### src/sv/bmh_pkg.sv
// shared constants and types for the binary min-heap engine
package bmh_pkg;

   localparam int DefaultCapacity  = 1024;
   localparam int DefaultDataWidth = 32;
   localparam int ReqWidth         = 32;

   localparam logic [1:0] OP_LOAD  = 2'd0;
   localparam logic [1:0] OP_BUILD = 2'd1;
   localparam logic [1:0] OP_POP   = 2'd2;

   localparam logic [1:0] ST_OK     = 2'd0;
   localparam logic [1:0] ST_POPPED = 2'd1;
   localparam logic [1:0] ST_EMPTY  = 2'd2;
   localparam logic [1:0] ST_FULL   = 2'd3;

   typedef struct packed {
      logic take;
      logic right;
   } pick_type;

endpackage

### src/sv/bmh_child_sel.sv
// picks the child a node trades places with during a sift-down step
module bmh_child_sel #(
   parameter int DATA_WIDTH = bmh_pkg::DefaultDataWidth
) (
   input  logic signed [DATA_WIDTH-1:0] node_value,
   input  logic signed [DATA_WIDTH-1:0] left_value,
   input  logic signed [DATA_WIDTH-1:0] right_value,
   input  logic                         right_ok,
   output bmh_pkg::pick_type            pick
);

   logic                         use_right;
   logic signed [DATA_WIDTH-1:0] cand;

   // on a tie between the children the left one wins
   assign use_right  = right_ok && (right_value < left_value);
   assign cand       = use_right ? right_value : left_value;
   assign pick.take  = cand < node_value;
   assign pick.right = use_right;

endmodule

### config.mk
export PLATFORM = sky130hd
export DESIGN_NAME = bmh_child_sel
export DESIGN_NICKNAME = d
export VERILOG_FILES = /design/src/sv/bmh_pkg.sv /design/src/sv/bmh_child_sel.sv
export SDC_FILE = /design/constraint.sdc
export NUM_CORES = 1
export LEC_CHECK = 0
export BUFFER_PORTS_ARGS = -buffer_cell sky130_fd_sc_hd__buf_2
export CAP_MARGIN = 25
export CORE_MARGIN = 3
export CORE_UTILIZATION = 25
export DETAILED_ROUTE_END_ITERATION = 10
export PLACE_DENSITY = 0.48
export SYNTH_ARGS = -nofsm -noshare
export SYNTH_HDL_FRONTEND = slang
export SYNTH_SLANG_ARGS = --single-unit
### constraint.sdc
create_clock -name vclk -period 8
set_clock_uncertainty 0.15 [all_clocks]
set_input_delay 1.2 -clock vclk [all_inputs]
set_output_delay 1.2 -clock vclk [all_outputs]
set_load 0.02 [all_outputs]
==> results of run 1 <==
## cell type report
class,count,area [um^2],area share [%]
Antenna cell,1,2.50,0.0989
Inverter,63,236,9.35
Multi-Input combinational cell,228,1660,65.8
Tap cell,99,124,4.90
Timing Repair Buffer,100,503,19.9
## power groups by stage
stage                     Combinational (uW)  Sequential (uW)  Clock (uW)
after detailed placement                 156                0           0
final                                    154                0   0.0000168
after global placement                   154                0           0
after CTS                                157                0           0
after floorplan                          106                0           0
after global routing                     181                0           0
## worst max path at each step
stage / start / endpoint / slack [ps] / cells after the start
after floorplan: left_value[31] / pick[1] / 1950 / 21
after CTS: left_value[31] / pick[1] / 1280 / 21
final: left_value[31] / pick[1] / 1340 / 21
after global routing: left_value[31] / pick[1] / 900 / 21
after global placement: left_value[31] / pick[1] / 1350 / 21
after detailed placement: left_value[31] / pick[1] / 1270 / 21
## kinds of logic after synthesis
family	after synthesis	synth area share, %
AOI/OAI and AO/OA	80	23.8
adders and majority gates	62	39.4
buffers and inverters	71	15.6
muxes	1	0.508
and+or+nand+nor	85	20.7
## routing by layer
layer  vias to the layer above  GRT usage (%)  part of all wire, %
met3                         0          0.876                  5.1
met1                       899           18.4                   51
met5                         -              0                    0
met2                        52           21.1                   44
li1                       1218              -                    -
met4                         0              0                    0
## metrics by stage
step                      cells  utilization (%)
final                       491             34.0
after global routing        490             33.9
after CTS                   490             33.9
after detailed placement    490             33.9
after global placement      490             33.9
after floorplan             299                -
## placed cells by master (no fill, tap or decap), types with 2 or more instances in the layout
| cell | count |
|---|---|
| nor2_1 | 9 |
| a211o_1 | 2 |
| o21ai_1 | 29 |
| buf_2 | 99 |
| nand2b_1 | 3 |
| a21oi_1 | 18 |
| nand3_1 | 6 |
| inv_1 | 63 |
| o21ai_2 | 2 |
| nand2_1 | 44 |
| ha_1 | 62 |
| nand4_1 | 7 |
| a2111oi_0 | 2 |
| nor2b_1 | 2 |
| o21ai_0 | 9 |
| nor3_1 | 5 |
| a21o_1 | 9 |
| or3_1 | 2 |
## tightest hold or removal path, cell delays in order
cell and delay (ps):
buf_2 100, mux2i_1 130, a211o_1 130, buf_2 150
==> impl_metrics.py, run 1 <==
metrics = {
    "floorplanning": {
        "die_area_mm2": 0.00898,
        "start_util_pct": 26.4,
        "io_pins": 99,
        "die_h_um": 94.8,
        "coreArea_mm2": 0.00745,
        "die_w_um": 94.8,
        "num_rows": 31,
    },
    "power": {
        "p_leak_uw": 0.00154,
        "ir_drop_uv": 20.5,
        "p_int_uw": 70.6,
        "clkPwrFrac_pct": 0,
        "seqPwrFrac_pct": 0,
        "p_sw_share_pct": 54.2,
        "p_comb_share_pct": 100.0,
        "p_switching_uw": 83.8,
        "totalPowerFinal_uw": 154,
        "pwr_density_cell_mw_per_mm2": 61.0,
    },
    "setup_path": {
        "start_kind": "primary input",
        "max_stage_delay_ps": 380,
        "path_class": "primary input to primary output",
        "crit_chain": "buf_2 -> inv_1 -> ha_1 -> nand4_2 -> nor3_2 -> nand3b_1 -> or3_1 -> o22a_1 -> a21o_2 -> nand2_1 -> o21ai_1 -> ha_1 -> a21o_1 -> a21o_1 -> a21oi_1 -> nor3_1 -> a2111oi_0 -> a21oi_1 -> a31oi_1 -> a211o_1 -> buf_2",
        "crit_family": "compound AO/OA/AOI/OAI gates",
        "cp.required_ps": 6650,
        "worst-path-buf-inv": 3,
        "crit_fanout": 33,
        "crit_slowest_cell": "a21o_2",
        "end_kind": "primary output",
        "crit_arrival_ps": 5310,
    },
    "timing": {
        "tightest_slew_ps": 564,
        "final.period_utilization_pct": 83.3,
        "timing.hold.ws_ps": 2770,
        "hold_viol": 0,
        "setup_ws_ps": 1340,
        "maxSlewHeadroom_pct": 62.4,
        "finalSetupViolCount": 0,
        "drv_slew": 0,
        "setup_tns_ps": 0,
        "period_minus_slack_ps": 6660,
        "rsz0062_at_grt": "no",
        "fmax_mhz": 150,
    },
    "yosys": {
        "syn_area_mm2": 0.00197,
        "yosysMostFrequentCell": "inv_1",
        "synthCells": 299,
        "yosys-top-cells-count": "63 x inv_1, 62 x ha_1, 44 x nand2_1, 29 x o21ai_1, 18 x a21oi_1",
        "synth_cell_types": 36,
        "synth.net_count": 458,
        "ys.warnings.count": 0,
        "yosys.area.top_type": "ha_1",
        "synth-seq-area-share_pct": 0,
        "synth_area_leaders": "ha_1 39%, inv_1 12%, nand2_1 8.4%",
        "syn_avg_cell_area_um2": 6.59,
        "synth.top_cell.area_share_pct": 39.4,
    },
    "route": {
        "dr.pass1.iters": 4,
        "wl_per_cell_um": 11.7,
        "totalWireLength_um": 5750,
        "vias": 2169,
        "remaining_drc_errors": 0,
        "ant_nets": 0,
        "drt_iter0_drc": 76,
        "viasPerCell": 4.42,
    },
    "global_route": {
        "grt_usage_pct": 12.5,
        "grt_pass1_wl_um": 9370,
        "antenna_found_initial": 0,
        "overflow": 0,
        "grt_pass1_vias": 2153,
        "grt_max_degree": 34,
    },
    "min_path": {
        "hold-path-endpoint": "pick[1]",
        "hold_class": "primary input to primary output",
        "min_from": "left_value[0]",
        "hold_depth": 4,
    },
    "placement": {
        "place_area_mm2": 0.00253,
        "io_buffer_count": 99,
        "routabilityCongestion": 0.814,
        "dpl.hpwl_um": 5280,
        "dp_slack_ps": 1270,
    },
    "clock_network": {
        "post_cts_buffers": 0,
        "ctsHoldBuffers": 0,
        "ctsResizeCount": 0,
    },
    "final_layout": {
        "numSequentialCells": 0,
        "layout-drive-gt1-share_pct": 27.1,
        "final_nets": 552,
        "synthToLayoutAreaGrowth_pct": 28.5,
        "nClkBuffers": 0,
        "register_area_um2": 0,
        "postLayoutCellArea_mm2": 0.00253,
        "fillers": 881,
    },
    "flow_run": {
        "max_cap_viol_count": 0,
    },
    "outcome": {
        "status": "finished, final reports clean",
    },
}
Note: power is estimated with default switching activity, not from simulation.
==> run 2: changes to the inputs <==
--- a/config.mk
+++ b/config.mk
@@ -10,7 +10,7 @@
 export CORE_MARGIN = 3
 export CORE_UTILIZATION = 25
 export DETAILED_ROUTE_END_ITERATION = 10
-export PLACE_DENSITY = 0.48
+export PLACE_DENSITY = 0.5
 export SYNTH_ARGS = -nofsm -noshare
 export SYNTH_HDL_FRONTEND = slang
 export SYNTH_SLANG_ARGS = --single-unit
==> constraint.sdc (replaced) <==
create_clock -name vclk -period 5.89
set_clock_uncertainty 0.15 [all_clocks]
set_input_delay 0.8835 -clock vclk [all_inputs]
set_output_delay 0.8835 -clock vclk [all_outputs]
set_load 0.02 [all_outputs]
==> impl_metrics.py, run 2 (synthesized netlist as in run 1, its figures left out) <==
metrics = {
    "setup_path": {
        "crit_arrival_ps": 4620,
        "cp.required_ps": 4860,
        "crit_fanout": 6,
        "start_kind": "primary input",
        "path_class": "primary input to primary output",
        "end_kind": "primary output",
    },
    "floorplanning": {
        "io_pins": 99,
        "coreArea_mm2": 0.00745,
        "die_h_um": 94.8,
        "die_w_um": 94.8,
        "start_util_pct": 26.4,
        "die_area_mm2": 0.00898,
        "num_rows": 31,
    },
    "timing": {
        "period_minus_slack_ps": 5650,
        "final.period_utilization_pct": 96.0,
        "tightest_slew_ps": 351,
        "fmax_mhz": 177,
        "hold_viol": 0,
        "maxSlewHeadroom_pct": 76.6,
        "drv_slew": 0,
        "finalSetupViolCount": 0,
        "timing.hold.ws_ps": 2120,
    },
    "placement": {
        "io_buffer_count": 99,
        "dpl.hpwl_um": 5210,
        "routabilityCongestion": 0.802,
        "place_area_mm2": 0.00264,
    },
    "route": {
        "remaining_drc_errors": 0,
        "dr.pass1.iters": 6,
        "viasPerCell": 4.41,
        "ant_nets": 0,
        "vias": 2235,
        "wl_per_cell_um": 11.3,
        "totalWireLength_um": 5730,
        "drt_iter0_drc": 72,
    },
    "final_layout": {
        "mostFrequentLayoutCells": "99 x buf_2, 63 x inv_1, 58 x ha_1",
        "nClkBuffers": 0,
        "numSequentialCells": 0,
        "final_nets": 569,
        "postLayoutCellArea_mm2": 0.00279,
        "fillers": 855,
        "multi_input_area_mm2": 0.00179,
        "layout-drive-gt1-share_pct": 33.1,
        "utilization_pct": 37.5,
        "register_area_um2": 0,
        "synthToLayoutAreaGrowth_pct": 41.8,
        "n_antenna_cell": 0,
        "layout_commonest_cell": "buf_2",
    },
    "global_route": {
        "overflow": 0,
        "grt_usage_pct": 12.2,
        "grt_pass1_wl_um": 9070,
        "grt_max_degree": 33,
        "antenna_found_initial": 0,
        "grt_pass1_vias": 2122,
    },
    "min_path": {
        "hold_depth": 4,
        "min_from": "left_value[0]",
        "hold_class": "primary input to primary output",
        "hold-path-endpoint": "pick[1]",
    },
    "outcome": {
        "status": "finished, final reports clean",
    },
    "power": {
        "p_leak_uw": 0.00164,
        "pwr_density_cell_mw_per_mm2": 89.0,
        "totalPowerFinal_uw": 248,
        "ir_drop_uv": 29.7,
    },
    "flow_run": {
        "max_cap_viol_count": 0,
    },
}
==> run 2: routing by layer <==
| layer | global-route usage (%) | up-vias | routed length (um) | share of wire [%] |
|---|---|---|---|---|
| li1 | - | 1249 | - | - |
| met1 | 17.9 | 934 | 2880 | 50 |
| met5 | 0 | - | 0 | 0 |
| met2 | 20.7 | 52 | 2550 | 44 |
| met4 | 0 | 0 | 0 | 0 |
| met3 | 0.637 | 0 | 295 | 5.2 |
==> run 2: how the worst max path moves through the flow <==
stage	startpoint	to	slack (ps)	cells after the start
6_report	left_value[28]	pick[1]	240	24
5_1_grt	left_value[9]	pick[1]	-60	24
4_1_cts	left_value[31]	pick[1]	20	22
3_5_place_dp	left_value[31]	pick[1]	-20	21
3_3_place_gp	left_value[31]	pick[1]	40	21
2_1_floorplan	left_value[31]	pick[1]	480	21
==> run 2: power breakdown <==
| group | internal [uW] | total, uW | switching [uW] |
|---|---|---|---|
| clock network | 0 | 0 | 0 |
| registers | 0 | 0 | 0 |
| logic | 122 | 248 | 126 |
==> run 2: critical path, cell delays in order <==
cell       delay, ps
buf_2             80
inv_1             70
ha_4             280
nand4_4          140
nor3_4           140
nand3b_1         110
or3_1            320
o22a_1           190
a21o_4           250
buf_4            160
buf_4            130
nand2_1           50
o21ai_1           60
ha_1             300
nand2_1           70
nor2_2           110
nand3_1          100
nor3_2           270
a2111oi_4         50
a21oi_1          190
buf_4            160
nor3_2            40
a211o_1          300
buf_4            160
==> run 2: repair_timing <==
action                                  in CTS  in global routing
setup buffers                                0                  4
endpoints found under the setup margin       1                  1
hold buffers                                 0                  0
gates resized for setup                      2                 20
pin swaps                                    1                  9
==> run 2: final cells by class <==
class / count / area share [%]
Multi-Input combinational cell: 228 / 63.9
Timing Repair Buffer: 117 / 23.2
Inverter: 63 / 8.47
Tap cell: 99 / 4.44
==> run 2: metrics by stage <==
stage | cells | setup TNS, ps | setup WS (ps)
3_3_place_gp | 503 | 0 | 38.6
3_5_place_dp | 503 | -15.3 | -15.3
5_1_grt | 507 | -55.9 | -55.9
6_report | 507 | 0 | 238
2_1_floorplan | 299 | 0 | 476
4_1_cts | 503 | 0 | 16.6
==> run 3: changes to the inputs <==
--- a/config.mk
+++ b/config.mk
@@ -7,10 +7,12 @@
 export LEC_CHECK = 0
 export BUFFER_PORTS_ARGS = -buffer_cell sky130_fd_sc_hd__buf_2
 export CAP_MARGIN = 25
+export CELL_PAD_IN_SITES_DETAIL_PLACEMENT = 0
+export CELL_PAD_IN_SITES_GLOBAL_PLACEMENT = 1
 export CORE_MARGIN = 3
 export CORE_UTILIZATION = 25
 export DETAILED_ROUTE_END_ITERATION = 10
-export PLACE_DENSITY = 0.5
+export PLACE_DENSITY = 0.7
 export SYNTH_ARGS = -nofsm -noshare
 export SYNTH_HDL_FRONTEND = slang
 export SYNTH_SLANG_ARGS = --single-unit
==> impl_metrics.py, run 3 (synthesized netlist as in run 1, its figures left out) <==
metrics = {
    "final_layout": {
        "postLayoutCellArea_mm2": 0.00266,
        "nClkBuffers": 0,
        "register_area_um2": 0,
        "layout_commonest_cell": "buf_2",
        "mostFrequentLayoutCells": "99 x buf_2, 63 x inv_1, 62 x ha_1",
        "fillers": 878,
        "synthToLayoutAreaGrowth_pct": 35.1,
        "layout-drive-gt1-share_pct": 31.3,
        "utilization_pct": 35.7,
        "final_nets": 563,
        "n_antenna_cell": 0,
        "numSequentialCells": 0,
    },
    "placement": {
        "dpl.hpwl_um": 5410,
        "place_area_mm2": 0.00261,
        "io_buffer_count": 99,
        "dp_slack_ps": 51.1,
        "routabilityCongestion": 0.813,
    },
    "min_path": {
        "hold_class": "primary input to primary output",
        "min_from": "left_value[0]",
    },
    "global_route": {
        "overflow": 0,
        "grt_pass1_vias": 2241,
        "grt_max_degree": 19,
        "grt_usage_pct": 12.7,
        "grt_pass1_wl_um": 9520,
        "antenna_found_initial": 1,
    },
    "floorplanning": {
        "die_w_um": 94.8,
        "die_area_mm2": 0.00898,
        "num_rows": 31,
        "coreArea_mm2": 0.00745,
        "io_pins": 99,
        "die_h_um": 94.8,
        "start_util_pct": 26.4,
    },
    "power": {
        "pwr_density_cell_mw_per_mm2": 87.3,
        "totalPowerFinal_uw": 232,
        "ir_drop_uv": 24.7,
        "p_leak_uw": 0.00160,
    },
    "timing": {
        "maxSlewHeadroom_pct": 73.6,
        "fmax_mhz": 176,
        "drv_slew": 0,
        "finalSetupViolCount": 0,
        "period_minus_slack_ps": 5670,
        "hold_viol": 0,
        "final.period_utilization_pct": 96.2,
        "setup_ws_ps": 222,
        "tightest_slew_ps": 386,
        "timing.hold.ws_ps": 2150,
    },
    "flow_run": {
        "max_cap_viol_count": 0,
    },
    "setup_path": {
        "crit_arrival_ps": 4630,
        "crit_fanout": 11,
        "path_class": "primary input to primary output",
        "start_kind": "primary input",
        "end_kind": "primary output",
        "cp.required_ps": 4860,
        "critPathLaunch": "left_value[31]",
    },
    "route": {
        "viasPerCell": 4.49,
        "totalWireLength_um": 5870,
        "dr.pass1.iters": 4,
        "wl_per_cell_um": 11.7,
        "remaining_drc_errors": 0,
        "drt_iter0_drc": 20,
        "ant_nets": 0,
        "vias": 2248,
    },
    "outcome": {
        "status": "finished, final reports clean",
    },
}
==> run 3: cell type report <==
class | instances | area [um^2] | area share [%]
multi-input cells | 228 | 1710 | 64.4
repair buffers | 111 | 586 | 22.0
inverters | 63 | 236 | 8.89
well taps | 99 | 124 | 4.66
==> run 3: stage by stage <==
| step | TNS, ps | cells |
|---|---|---|
| floorplan | 0 | 299 |
| global placement | 0 | 501 |
| detailed placement | 0 | 501 |
| CTS | 0 | 501 |
| global route | -40.2 | 501 |
| finish | 0 | 501 |
==> run 3: power breakdown <==
part	switching, uW	leakage [uW]	internal [uW]
combinational	122	0.00160	111
clock	0	0	0
sequential	0	0	0
==> run 3: path summary, 6_finish.rpt <==
kind,to,slack [ps],cells past startpoint
worst max-delay path,pick[1],220,22
worst min-delay path,pick[1],2150,4
==> run 3: critical path, stage by stage <==
cell and delay [ps]:
buf_2 70, inv_1 60, ha_1 330, nand4_2 180, nor3_2 210, nand3b_1 110, or3_1 310, o22a_1 190
a21o_4 250, buf_4 150, nand2_1 50, o21ai_1 60, ha_1 290, o21ai_1 130, nor2_1 70, o21ai_0 150
nand2_1 90, a2111oi_2 410, a21oi_2 150, nor3_2 210, a211o_1 120, buf_2 160
==> run 3: routing by layer <==
metal,part of all wire [%],vias up,GRT usage (%)
met1,49,950,17.7
met2,44,54,21.8
met5,0.22,-,0
li1,-,1240,-
met4,0,2,0
met3,6.5,2,1.91
==> run 3: repair_timing <==
| item | CTS | global route |
|---|---|---|
| gates resized for setup | 0 | 12 |
| hold buffers | 0 | 0 |
| setup buffers | 0 | 0 |
| endpoints found under the setup margin | 0 | 1 |
